File: src/rtl/dfs_pkg.sv
// Shared types and constants for the depth-first cycle finder.
`default_nettype none
package dfs_pkg;
  localparam int VERTICES_DEF = 8;
  localparam int VW = 3;
  localparam int MAX_CYCLES = 8;

  typedef enum logic [1:0] {
    REQ_INSERT = 2'd0,
    REQ_CLEAR  = 2'd1,
    REQ_SEARCH = 2'd2,
    REQ_NONE   = 2'd3
  } req_t;

  typedef enum logic [1:0] {
    RES_INSERT = 2'd0,
    RES_CYCLE  = 2'd1,
    RES_DONE   = 2'd2
  } res_kind_t;

  typedef struct packed {
    logic [1:0]    req_type;
    logic [VW-1:0] from_vertex;
    logic [VW-1:0] to_vertex;
  } cmd_t;

  typedef struct packed {
    logic [1:0]    result_kind;
    logic          accepted;
    logic [VW-1:0] cycle_from;
    logic [VW-1:0] cycle_to;
    logic          last;
  } res_t;

  typedef enum logic [2:0] {
    ST_IDLE,
    ST_INSERT,
    ST_SCAN,
    ST_EMIT
  } state_t;
endpackage
`default_nettype wire

File: src/rtl/dfs_fifo.sv
// Small synchronous queue and the generic registered-read RAM used by the walk.
`default_nettype none
module dfs_fifo #(
  parameter int WIDTH = 8,
  parameter int DEPTH = 4
) (
  input  wire logic             clk,
  input  wire logic             rst,
  input  wire logic             wr,
  input  wire logic [WIDTH-1:0] wdata,
  output logic                  full,
  input  wire logic             rd,
  output logic [WIDTH-1:0]      rdata,
  output logic                  empty
);
  localparam int AW = (DEPTH > 1) ? $clog2(DEPTH) : 1;
  logic [WIDTH-1:0] mem [DEPTH];
  logic [AW-1:0] wp, rp;
  logic [AW:0] cnt;

  assign full  = (cnt == (AW+1)'(DEPTH));
  assign empty = (cnt == '0);
  assign rdata = mem[rp];

  always_ff @(posedge clk) begin
    if (wr && !full) mem[wp] <= wdata;
    if (rst) begin
      wp <= '0;
      rp <= '0;
      cnt <= '0;
    end else begin
      if (wr && !full) wp <= (wp == AW'(DEPTH-1)) ? '0 : wp + 1'b1;
      if (rd && !empty) rp <= (rp == AW'(DEPTH-1)) ? '0 : rp + 1'b1;
      cnt <= cnt + (AW+1)'(wr && !full) - (AW+1)'(rd && !empty);
    end
  end
endmodule

module dfs_ram #(
  parameter int WIDTH = 8,
  parameter int DEPTH = 16
) (
  input  wire logic                     clk,
  input  wire logic                     we,
  input  wire logic [$clog2(DEPTH)-1:0] waddr,
  input  wire logic [WIDTH-1:0]         wdata,
  input  wire logic [$clog2(DEPTH)-1:0] raddr,
  output logic [WIDTH-1:0]              rdata
);
  logic [WIDTH-1:0] mem [DEPTH];

  always_ff @(posedge clk) begin
    if (we) mem[waddr] <= wdata;
    rdata <= mem[raddr];
  end
endmodule
`default_nettype wire

File: src/rtl/dfs_engine.sv
// Back end: graph store and depth-first walk sequencer.
`default_nettype none
module dfs_engine #(
  parameter int VERTICES = dfs_pkg::VERTICES_DEF
) (
  input  wire logic           clk,
  input  wire logic           rst,
  input  wire logic           cmd_valid,
  input  wire dfs_pkg::cmd_t  cmd,
  output logic                cmd_take,
  output logic                res_valid,
  output dfs_pkg::res_t       res,
  input  wire logic           res_full
);
  import dfs_pkg::*;
  localparam int NV = (VERTICES < 8) ? VERTICES : 8;
  localparam int IW = (NV > 1) ? $clog2(NV) : 1;
  localparam int CW = $clog2(NV + 1);
  localparam int SW = $clog2(NV + 1);
  localparam int LAW = 2 * IW;
  localparam int LDEPTH = 1 << LAW;

  logic [NV-1:0]  edge_present [NV];
  logic [CW-1:0]  neighbor_count [NV];
  logic [1:0]     visit_mark [NV];
  logic [VW-1:0]  stk_v [NV];
  logic [CW-1:0]  stk_p [NV];
  logic [SW-1:0]  sp;
  logic [3:0]     ncyc;
  state_t         state, state_next;
  res_t           pend, pend_next;

  logic [VW-1:0] tv, uv;
  logic [CW-1:0] tp, up;
  logic [IW-1:0] tvi, wi, ai, bi;
  logic [VW-1:0] w;
  logic a_ok, b_ok, ins_ok;
  logic nl_we;
  logic [LAW-1:0] nl_waddr, nl_raddr;
  logic scan_go, fin_now, ent_ok, hit_now, push_now, hit;
  logic done_valid, cyc_valid;
  res_t cyc;

  // Neighbor lists: row per vertex, registered read of the top frame's next entry.
  dfs_ram #(.WIDTH(VW), .DEPTH(LDEPTH)) u_nlist (
    .clk, .we(nl_we), .waddr(nl_waddr), .wdata(cmd.to_vertex),
    .raddr(nl_raddr), .rdata(w)
  );

  assign tv  = stk_v[IW'(sp - 1'b1)];
  assign tp  = stk_p[IW'(sp - 1'b1)];
  assign uv  = stk_v[IW'(sp - SW'(2))];
  assign up  = stk_p[IW'(sp - SW'(2))];
  assign tvi = IW'(tv);
  assign wi  = IW'(w);
  assign ai  = IW'(cmd.from_vertex);
  assign bi  = IW'(cmd.to_vertex);
  assign a_ok = 32'(cmd.from_vertex) < NV;
  assign b_ok = 32'(cmd.to_vertex) < NV;
  assign ins_ok = a_ok && b_ok
    && !edge_present[ai][bi]
    && (32'(neighbor_count[ai]) < NV);

  assign nl_we    = cmd_take && (cmd.req_type == REQ_INSERT) && ins_ok;
  assign nl_waddr = {ai, IW'(neighbor_count[ai])};

  always_comb begin
    state_next = state;
    unique case (state)
      ST_IDLE: if (cmd_valid) begin
        if (cmd.req_type == REQ_SEARCH && a_ok) state_next = ST_SCAN;
        else state_next = ST_EMIT;
      end
      ST_SCAN: if (sp == '0) state_next = ST_EMIT;
      ST_EMIT: if (!res_full) state_next = ST_IDLE;
      default: state_next = ST_IDLE;
    endcase
  end

  always_comb begin
    cmd_take   = (state == ST_IDLE) && cmd_valid;
    done_valid = (state == ST_EMIT) && !res_full;
    res_valid  = done_valid || cyc_valid;
    res        = cyc_valid ? cyc : pend;
  end

  always_comb begin
    pend_next = '{RES_DONE, 1'b0, '0, '0, 1'b1};
    if (cmd.req_type == REQ_INSERT) begin
      pend_next.result_kind = RES_INSERT;
      pend_next.accepted = ins_ok;
    end
  end

  // Cycle reports: stall the walk when the result queue is full.
  assign scan_go  = (state == ST_SCAN) && (sp != '0) && !res_full;
  assign fin_now  = (tp == '0) || (32'(tp) > NV);
  assign ent_ok   = !fin_now && (32'(w) < NV);
  assign hit_now  = ent_ok && (visit_mark[wi] == 2'd1);
  assign push_now = ent_ok && (visit_mark[wi] == 2'd0) && (32'(sp) < NV);
  assign hit = scan_go && hit_now;

  // Hold the top frame's next entry on the read port; move it with the walk.
  always_comb begin
    nl_raddr = {tvi, IW'(tp - 1'b1)};
    if (cmd_take) nl_raddr = {ai, IW'(neighbor_count[ai] - 1'b1)};
    else if (scan_go) begin
      if (fin_now || hit_now) nl_raddr = {IW'(uv), IW'(up - 1'b1)};
      else if (push_now) nl_raddr = {wi, IW'(neighbor_count[wi] - 1'b1)};
      else nl_raddr = {tvi, IW'(tp - 2'd2)};
    end
  end

  always_ff @(posedge clk) begin
    if (rst) begin
      state <= ST_IDLE;
      sp <= '0;
      ncyc <= '0;
      for (int i = 0; i < NV; i++) begin
        edge_present[i] <= '0;
        neighbor_count[i] <= '0;
        visit_mark[i] <= '0;
      end
    end else begin
      state <= state_next;
      if (cmd_take) begin
        pend <= pend_next;
        ncyc <= '0;
        case (cmd.req_type)
          REQ_INSERT: if (ins_ok) begin
            edge_present[ai][bi] <= 1'b1;
            neighbor_count[ai] <= neighbor_count[ai] + 1'b1;
          end
          REQ_CLEAR: for (int i = 0; i < NV; i++) visit_mark[i] <= '0;
          REQ_SEARCH: if (a_ok) begin
            visit_mark[ai] <= 2'd1;
            stk_v[0] <= cmd.from_vertex;
            stk_p[0] <= neighbor_count[ai];
            sp <= SW'(1);
          end
          default: ;
        endcase
      end else if (scan_go) begin
        if (fin_now) begin
          visit_mark[tvi] <= 2'd2;
          sp <= sp - 1'b1;
        end else begin
          stk_p[IW'(sp - 1'b1)] <= tp - 1'b1;
          if (hit_now) sp <= sp - 1'b1;
          else if (push_now) begin
            visit_mark[wi] <= 2'd1;
            stk_v[IW'(sp)] <= w;
            stk_p[IW'(sp)] <= neighbor_count[wi];
            sp <= sp + 1'b1;
          end
        end
        if (cyc_valid) ncyc <= ncyc + 1'b1;
      end
    end
  end

  // Cycle report beats go out directly on a hit, up to MAX_CYCLES per search.
  assign cyc = '{RES_CYCLE, 1'b0, tv, w, 1'b0};
  assign cyc_valid = hit && ncyc < 4'(MAX_CYCLES);

  assert property (@(posedge clk) disable iff (rst) (state == ST_SCAN) |-> 32'(sp) <= NV)
    else $error("walk stack overflow");
  assert property (@(posedge clk) disable iff (rst) done_valid |-> !cyc_valid)
    else $error("two result sources at once");
  assert property (@(posedge clk) disable iff (rst) cmd_take |=> !cmd_take)
    else $error("took a second command while busy");
endmodule
`default_nettype wire

File: src/rtl/dfs_back_edge_cycle_finder.sv
// Top level of the depth-first cycle finder.
// Both channels look like queues. Push a request with push while full is
// low: req_type 0 inserts edge from_vertex->to_vertex, 1 clears all visit
// marks, 2 runs a depth-first walk from from_vertex. Results appear while
// empty is low and leave on pop. An insert answers with one beat; a search
// gives up to eight back-edge reports (last low) and then one finished beat.
// A search takes one walk step per adjacency entry scanned plus one per
// vertex finished, at most VERTICES*VERTICES + VERTICES. The walk sequencer
// takes one step per cycle from a registered-read neighbor memory, holding
// while the result queue is full. The walk holds one request at a time.
// A four-entry request queue decouples the front from the walk, and a
// result queue lets the walk run while the receiver is slow; when the
// result queue fills, the walk holds until pop frees space.
// Reset clears the graph, visit marks and both queues.
`default_nettype none
module dfs_back_edge_cycle_finder #(
  parameter int VERTICES = dfs_pkg::VERTICES_DEF
) (
  input  wire logic       clk,
  input  wire logic       rst,
  input  wire logic       push,
  output logic            full,
  input  wire logic [1:0] req_type,
  input  wire logic [2:0] from_vertex,
  input  wire logic [2:0] to_vertex,
  output logic            empty,
  input  wire logic       pop,
  output logic [1:0]      result_kind,
  output logic            accepted,
  output logic [2:0]      cycle_from,
  output logic [2:0]      cycle_to,
  output logic            last
);
  import dfs_pkg::*;
  localparam int CMDW = $bits(cmd_t);
  localparam int RESW = $bits(res_t);

  cmd_t cin, cq;
  logic cq_empty, take, rv, rfull;
  res_t rr, ro;
  logic [CMDW-1:0] cq_raw;
  logic [RESW-1:0] ro_raw;

  assign cin = '{req_type, from_vertex, to_vertex};

  dfs_fifo #(.WIDTH(CMDW), .DEPTH(4)) u_cmdq (
    .clk, .rst, .wr(push), .wdata(cin), .full,
    .rd(take), .rdata(cq_raw), .empty(cq_empty)
  );
  assign cq = cq_raw;

  dfs_engine #(.VERTICES(VERTICES)) u_eng (
    .clk, .rst, .cmd_valid(!cq_empty), .cmd(cq), .cmd_take(take),
    .res_valid(rv), .res(rr), .res_full(rfull)
  );

  dfs_fifo #(.WIDTH(RESW), .DEPTH(4)) u_resq (
    .clk, .rst, .wr(rv), .wdata(rr),
    .full(rfull), .rd(pop), .rdata(ro_raw), .empty
  );
  assign ro = ro_raw;
  assign result_kind = ro.result_kind;
  assign accepted = ro.accepted;
  assign cycle_from = ro.cycle_from;
  assign cycle_to = ro.cycle_to;
  assign last = ro.last;
endmodule
`default_nettype wire

File: config.mk
export PLATFORM = sky130hd
export DESIGN_NAME = dfs_back_edge_cycle_finder
export DESIGN_NICKNAME = d
export VERILOG_FILES = /design/src/rtl/dfs_pkg.sv /design/src/rtl/dfs_fifo.sv /design/src/rtl/dfs_engine.sv /design/src/rtl/dfs_back_edge_cycle_finder.sv
export SDC_FILE = /design/constraint.sdc
export NUM_CORES = 1
export LEC_CHECK = 0
export BUFFER_PORTS_ARGS = -buffer_cell sky130_fd_sc_hd__buf_2
export CORE_AREA = 4 4 157 234
export CTS_CLUSTER_DIAMETER = 50
export DETAILED_ROUTE_END_ITERATION = 6
export DIE_AREA = 0 0 161 238
export PLACE_DENSITY = 0.85
export SYNTH_ARGS = -nofsm -noshare
export SYNTH_HDL_FRONTEND = slang
export SYNTH_SLANG_ARGS = --single-unit
File: constraint.sdc
create_clock -name clk -period 7.2 [get_ports clk]
set_input_delay 0.36 -clock clk [delete_from_list [all_inputs] [get_ports clk]]
set_output_delay 0.36 -clock clk [all_outputs]
set_load 0.05 [all_outputs]
# After elaboration in Yosys (flattened, before gate mapping)

Memory sizes are Yosys's and may differ from the RTL's. A register that Yosys moved wholly into a read port is not among the register bits.
Cells that the tools add are included.

$add $sub $neg: 18
Magnitude comparators: 6
Eq/ne operators: 15
Multiplexer cells: 97
Bitwise operators: 9
Reduce and logical (&&, ||, !) cells: 48

Operators by type and width:

| cell                                              | count |
|---|---|
| 2-to-1 mux 1 bit                                  | 47 |
| 2-to-1 mux 2 bit                                  | 19 |
| 2-to-1 mux 3 bit                                  | 12 |
| 2-to-1 mux 4 bit                                  | 8 |
| 2-to-1 mux 6 bit                                  | 4 |
| 2-to-1 mux 8 bit                                  | 3 |
| logical AND 1 bit                                 | 17 |
| adder 4 x 1 -> 4 bit (second input constant)      | 3 |
| < comparator 4 bit (second input constant)        | 3 |
| == test 2 bit (second input constant)             | 5 |
| 2-to-1 mux 10 bit                                 | 1 |
| logical NOT 3 bit                                 | 3 |
| one-hot mux 3 bit (3 select lines)                | 1 |
| subtractor 3 x 1 -> 3 bit (second input constant) | 3 |
| adder 2 x 1 -> 2 bit (second input constant)      | 4 |
| logical NOT 4 bit                                 | 2 |
| OR 1 bit                                          | 8 |
| nonzero test 4 bit                                | 2 |
| OR reduction 2 bit                                | 4 |
| OR reduction 4 bit                                | 2 |
| OR reduction 8 bit                                | 1 |
| subtractor 4 x 1 -> 4 bit (second input constant) | 2 |
| adder 3 x 1 -> 3 bit                              | 2 |
| == test 3 x 2 -> 1 bit (second input constant)    | 2 |
| other kinds (19)                                  | 35 |

Bits in registers: 28
Bits in writable memories: 432
Bits of input ports: 12
Output and inout bits: 12
Logic and storage cells: 212
Memories kept: 8

Memories:

| name                 | depth | bits a word | rd ports | clocked after memory_dff | write ports | line             | text |
|---|---|---|---|---|---|---|---|
| u_eng.u_nlist.mem    | 64    | 3           | 1        | 1                        | 1           | dfs_fifo.sv:50   | `logic [WIDTH-1:0] mem [DEPTH];` |
| u_eng.edge_present   | 8     | 8           | 1        | 0                        | 8           | dfs_engine.sv:23 | `logic [NV-1:0] edge_present [NV];` |
| u_resq.mem           | 4     | 10          | 1        | 1                        | 1           | dfs_fifo.sv:17   | `logic [WIDTH-1:0] mem [DEPTH];` |
| u_cmdq.mem           | 4     | 8           | 1        | 1                        | 1           | dfs_fifo.sv:17   |  |
| u_eng.neighbor_count | 8     | 4           | 2        | 0                        | 8           | dfs_engine.sv:24 | `logic [CW-1:0] neighbor_count [NV];` |
| u_eng.stk_p          | 8     | 4           | 2        | 0                        | 2           | dfs_engine.sv:27 | `logic [CW-1:0] stk_p [NV];` |
| 2 more memories      | -     | -           | -        | -                        | -           | -                |  |

# Longest topological paths before layout

An unclocked memory read counts as a cell.

Depth after elaboration: 16
Gate-level depth with buffers: 23
Depth with buffers taken out: 17

# Hierarchy

Synthesis repeated with hierarchy kept, for this count alone.

Cells, all modules: 1,528
Area total of the unflattened synthesis: 21,401.8 um^2

Modules (own cells, without submodules):

| module                     | times used | cells each | area each (um^2) | seq. area each (um^2) |
|---|---|---|---|---|
| dfs_engine                 | 1          | 910        | 9,973.3          | 4,664.5 |
| dfs_ram                    | 1          | 423        | 7,863.8          | 5,825.6 |
| dfs_fifo at u_resq         | 1          | 102        | 1,923.1          | 1,381.3 |
| dfs_fifo at u_cmdq         | 1          | 92         | 1,637.8          | 1,141.1 |
| dfs_back_edge_cycle_finder | 1          | 1          | 3.8              | 0.0 |

# Worst setup path after synthesis

OpenSTA, ideal clock, no wires.

Path kind: flip-flop to flip-flop
From: register u_eng.sp[1]
To: register u_resq.cnt[1]
Library setup time: 0.126 ns
Data arrival time: 5.181 ns
Data required time: 7.074 ns
Path slack: 1.893 ns
Cell stages (with the launch flop): 21
Buffers on the path: 4
Period minus slack after synthesis: 5.307 ns
Path through: dfxtp_1 > clkbuf_1 > buf_1 > inv_1 > ha_1 > buf_2 > buf_2 > mux2i_1 > mux4_2 > ha_1 > nand2_1 > o221ai_1 > o21ai_1 > nor2_1 > nand2_1 > nor2_1 > inv_2 > a21oi_2 > ha_1 > fa_1 > nor2b_1

Cells in the longest elaborated chain, start to end: 12
Elaborated cells between the ends (all ways): 16
Classes of those cells: 3 x add/sub; 1 x order compare; 11 x reduce/logical; 1 x memory

Ends and longest elaborated chain:

| what                                                           | line              | text |
|---|---|---|
| from (decl)                                                    | dfs_engine.sv:28  | `logic [SW-1:0] sp;` |
| from (signal assigned)                                         | dfs_engine.sv:146 | `sp <= sp - 1'b1;` |
| from (signal assigned)                                         | dfs_engine.sv:149 | `if (hit_now) sp <= sp - 1'b1;` |
| from (signal assigned)                                         | dfs_engine.sv:154 | `sp <= sp + 1'b1;` |
| subtractor 4 x 1 -> 4 bit                                      | dfs_engine.sv:51  | `assign tp = stk_p[IW'(sp - 1'b1)];` |
| memory (8 x 4 bit)                                             | -                 |  |
| > comparator 4 bit / logical NOT 4 bit (equally long branches) | dfs_engine.sv:97  | `assign fin_now = (tp == '0) \|\| (32'(tp) > NV);` |
| logical OR 1 bit                                               | dfs_engine.sv:97  |  |
| logical NOT 1 bit                                              | dfs_engine.sv:98  | `assign ent_ok = !fin_now && (32'(w) < NV);` |
| logical AND 1 bit                                              | dfs_engine.sv:99  | `assign hit_now = ent_ok && (visit_mark[wi] == 2'd1);` |
| logical AND 1 bit (*)                                          | dfs_engine.sv:101 | `assign hit = scan_go && hit_now;` |
| logical AND 1 bit (*)                                          | dfs_engine.sv:164 | `assign cyc_valid = hit && ncyc < 4'(MAX_CYCLES);` |
| logical OR 1 bit (*)                                           | dfs_engine.sv:83  | `res_valid = done_valid \|\| cyc_valid;` |
| logical AND 1 bit (*)                                          | dfs_fifo.sv:34    | `cnt <= cnt + (AW+1)'(wr && !full) - (AW+1)'(rd && !empty);` |
| adder 3 x 1 -> 3 bit (*)                                       | dfs_fifo.sv:34    |  |
| subtractor 3 x 1 -> 3 bit (*)                                  | dfs_fifo.sv:34    |  |
| to (signal assigned)                                           | dfs_fifo.sv:34    |  |
| to (decl)                                                      | dfs_fifo.sv:19    | `logic [AW:0] cnt;` |

Every way passes the cells marked *; elsewhere a longest branch is shown, timed or not.
A chain may end at the register's enable or synchronous reset.

==> results by group <==
Synthesis
  – Yosys warning total: 0
  – Predominant post-synthesis flop cell: edfxtp_1
  – Most numerous cell in the Yosys netlist: edfxtp_1
  – Post-synth top cells: 370 x edfxtp_1, 220 x nor2_1, 137 x mux2i_1, 95 x dfxtp_1, 84 x nand2_1
  – Synth Cell Area: 21630 um^2
  – Unique masters post-synth: 89
  – Post-synth top area share: 0.5136
  – Syn Area/Cell: 13.42 um^2
  – Post-Synthesis Cells: approximately 1600
  – Number of synthesized register bits: about 470
  – Syn nets: approximately 1700
  – Seq/Total Area, Yosys: 0.6015
  – Count of flip-flops with a built-in enable after synthesis: 370
  – Cell type with the largest total area after synthesis: edfxtp_1
  – Async set-reset flop share out of synthesis: 0
  – Top cells by area, synth: edfxtp_1 51%, dfxtp_1 8.8%, mux4_2 8.3%

Timing
  – Fin crit share: 0.8223
  – Setup TNS: 0 ns
  – Setup WS post-layout: 1.279 ns
  – Final hold vios: 0
  – Max-slew violations: 0
  – Final setup fails: 0
  – Worst slew pin tran: 1.112 ns
  – Fmax: around 0.17 GHz
  – RSZ-0062 raised after global routing: no
  – Slew HR: 0.2571
  – Worst Clk Skew: 0.02055 ns
  – Tmin final: 5.921 ns
  – Worst hold margin: 0.02213 ns

Cells and area
  – Final nets: 1640
  – N_diodes: 0
  – Post-Layout Cell Count: 2106
  – Area Overhead vs Synth: 8.085%
  – Layout cells sized above 1: 0.1537
  – Design area: 23380 um^2
  – Final Core Density: 0.6701

GRT
  – Vias in the first global route: around 14000
  – Initial antenna violation count: 1
  – First-pass GRT wire length: 79530 um
  – Overflow after GRT: 0
  – Total GRT Usage: 0.2644
  – Largest net degree at the start of global routing: 104

Placed design
  – Dpl hpwl: 34190 um
  – RePlAce Congestion: 0.9876
  – Placed Instances: 2026
  – Pre-CTS setup slack: 1.446 ns
  – Placed cell area: around 22000 um^2
  – # port buffers: 23

Floorplan
  – Core area: 34890 um^2
  – I/O pin total: 24
  – Core Rows: between 80 and 90
  – Die area: 38320 um^2
  – Height of the die: 238 um
  – DIE WIDTH: approximately 160 um
  – Initial core utilization: 0.6200

Power
  – Leakage power: 8.032 nW
  – Peak supply drop: 0.4237 mV
  – Power Dens Cells: between 500 and 600 nW/um^2
  – Final Power: 11.88 mW

Detailed routing
  – Routed vias: between 10000 and 15000
  – Routed len/inst: 24.04 um
  – DR iter-0 viols: 1459
  – Via density per instance: 6.538
  – Residual DRC: 0
  – Drt total wl: 50620 um
  – Final ANT Viol Nets: 0
  – Router iterations before antenna repair: 6

Clock tree
  – Max clock buf depth: 3
  – Clk_lat worst skew: 0.57 ns
  – CTS resizes: 0
  – Clock transition at the registers of the reported paths: ~0.06 ns
  – Cts hold-fix bufs: 0
  – Post-CTS setup buffers: 0
  – Number of CTS-inserted buffers: 43
  – CTS tree: done
  – Clk root buf: clkbuf_16
  – # H-tree levels: 2
  – Sink Count: 465

Worst setup path
  – CP max stage cell: mux4_2
  – Delay-heaviest family, CP: compound AO/OA/AOI/OAI gates
  – Worst-path fanout max: 36
  – CP Class: reg2reg
  – WP data arrival: 6.36 ns
  – Slowest stage delay, CP: 1.00 ns
  – Required @ worst endpoint: 7.64 ns
  – CP Launch Type: register
  – CP endpoint kind: register
  – WP buf/inv: 1
  – Critical Path, Cell by Cell: mux4_2 -> nor2b_1 -> nand2_1 -> o21ai_0 -> a221oi_1 -> ha_1 -> xnor2_2 -> o221ai_4 -> buf_4 -> mux4_2 -> nand2_1 -> o21ai_0 -> nor4_1 -> nand4_1

Worst hold path
  – Hold crit path type: in2reg

Run status
  – Status: finished clean

Flow run
  – Max-Cap Viols: 0
-- power by group --
part | internal [mW] | total, mW | switching (mW)
Clock | 1.25 | 2.25 | 1.00
Sequential | 3.31 | 3.46 | 0.147
Combinational | 2.32 | 6.17 | 3.85
-- state kept, by name (all words and copies together) (netlist names), named ones only --
name,count
u_eng.sp,4
u_eng.u_nlist.rdata,3
u_eng.neighbor_count,32
u_resq.rp,2
u_eng.edge_present,64
u_eng.state,2
u_eng.stk_p,32
u_eng.u_nlist.mem,192
u_eng.stk_v,24
u_resq.cnt,3
u_cmdq.wp,2
u_eng.ncyc,4
u_eng.visit_mark,16
u_resq.mem,40
u_resq.wp,2
u_eng.pend,2
u_cmdq.mem,32
u_cmdq.rp,2
u_cmdq.cnt,3
-- layout make-up --
class / count / area (um^2)
flip-flops and latches: 465 / 13010
clock buffers: 57 / 1221
clock inverters: 23 / 201.4
well taps: 473 / 591.8
fillers: 2385 / 11510
multi-input cells: 990 / 7881
repair buffers: 43 / 267.8
inverters: 55 / 206.4
-- worst reg2reg max path: cells and delay by family, from the launching register on --
| kind | cells | cell delay [ns] |
|---|---|---|
| compound gates | 4 | 1.81 |
| xor+xnor | 1 | 0.10 |
| fa+ha+maj | 1 | 0.35 |
| buf+inv | 1 | 0.32 |
| flops | 1 | 0.69 |
| mux | 2 | 1.52 |
| simple gates | 5 | 0.99 |
-- final timing paths --
kind                                          startpoint                  endpoint  slack, ns  depth (start not counted)
worst max-delay path                            register    u_eng.u_nlist.rdata[0]       1.28                         14
worst min-delay path                      from_vertex[2]          u_cmdq.mem[1][5]       0.02                          1
worst max register to register                  register    u_eng.u_nlist.rdata[0]       1.28                         14
worst min register to register  u_eng.edge_present[5][1]  u_eng.edge_present[5][1]       0.46                          2
-- cell families after synthesis --
group,share of synthesized area
XOR/XNOR,0.007172
AO/OA/AOI/OAI,0.07050
flip-flops,0.6015
adder cells (fa/ha/maj),0.01805
multiplexers,0.1614
AND/OR/NAND/NOR,0.1055
buffers and inverters,0.03592
-- routing by layer --
layer,GRT usage,part of all wire,vias to the layer above
met5,0,0.00014,-
met4,0.1469,0.060,2
met3,0.03836,0.067,198
met2,0.4675,0.52,692
met1,0.3110,0.35,6811
li1,-,-,6065
-- layout by cell type (no fill, tap or decap), types with 21 or more instances in the layout --
cell       synthesis  layout
buf_2             24      22
mux2i_1          137     137
mux2_2            25      25
inv_1             51      51
mux4_2            80      80
and2_1            25      25
edfxtp_1         370     370
dfxtp_1           95      95
nor2_1           220     220
o22ai_1           30      30
ha_1              28      28
buf_4             14      21
o21ai_0           26      26
a21oi_1           55      55
clkbuf_16          0      45
nor3_1            30      30
nand2_1           84      84
No activity file was read; power rests on OpenSTA's default activity.
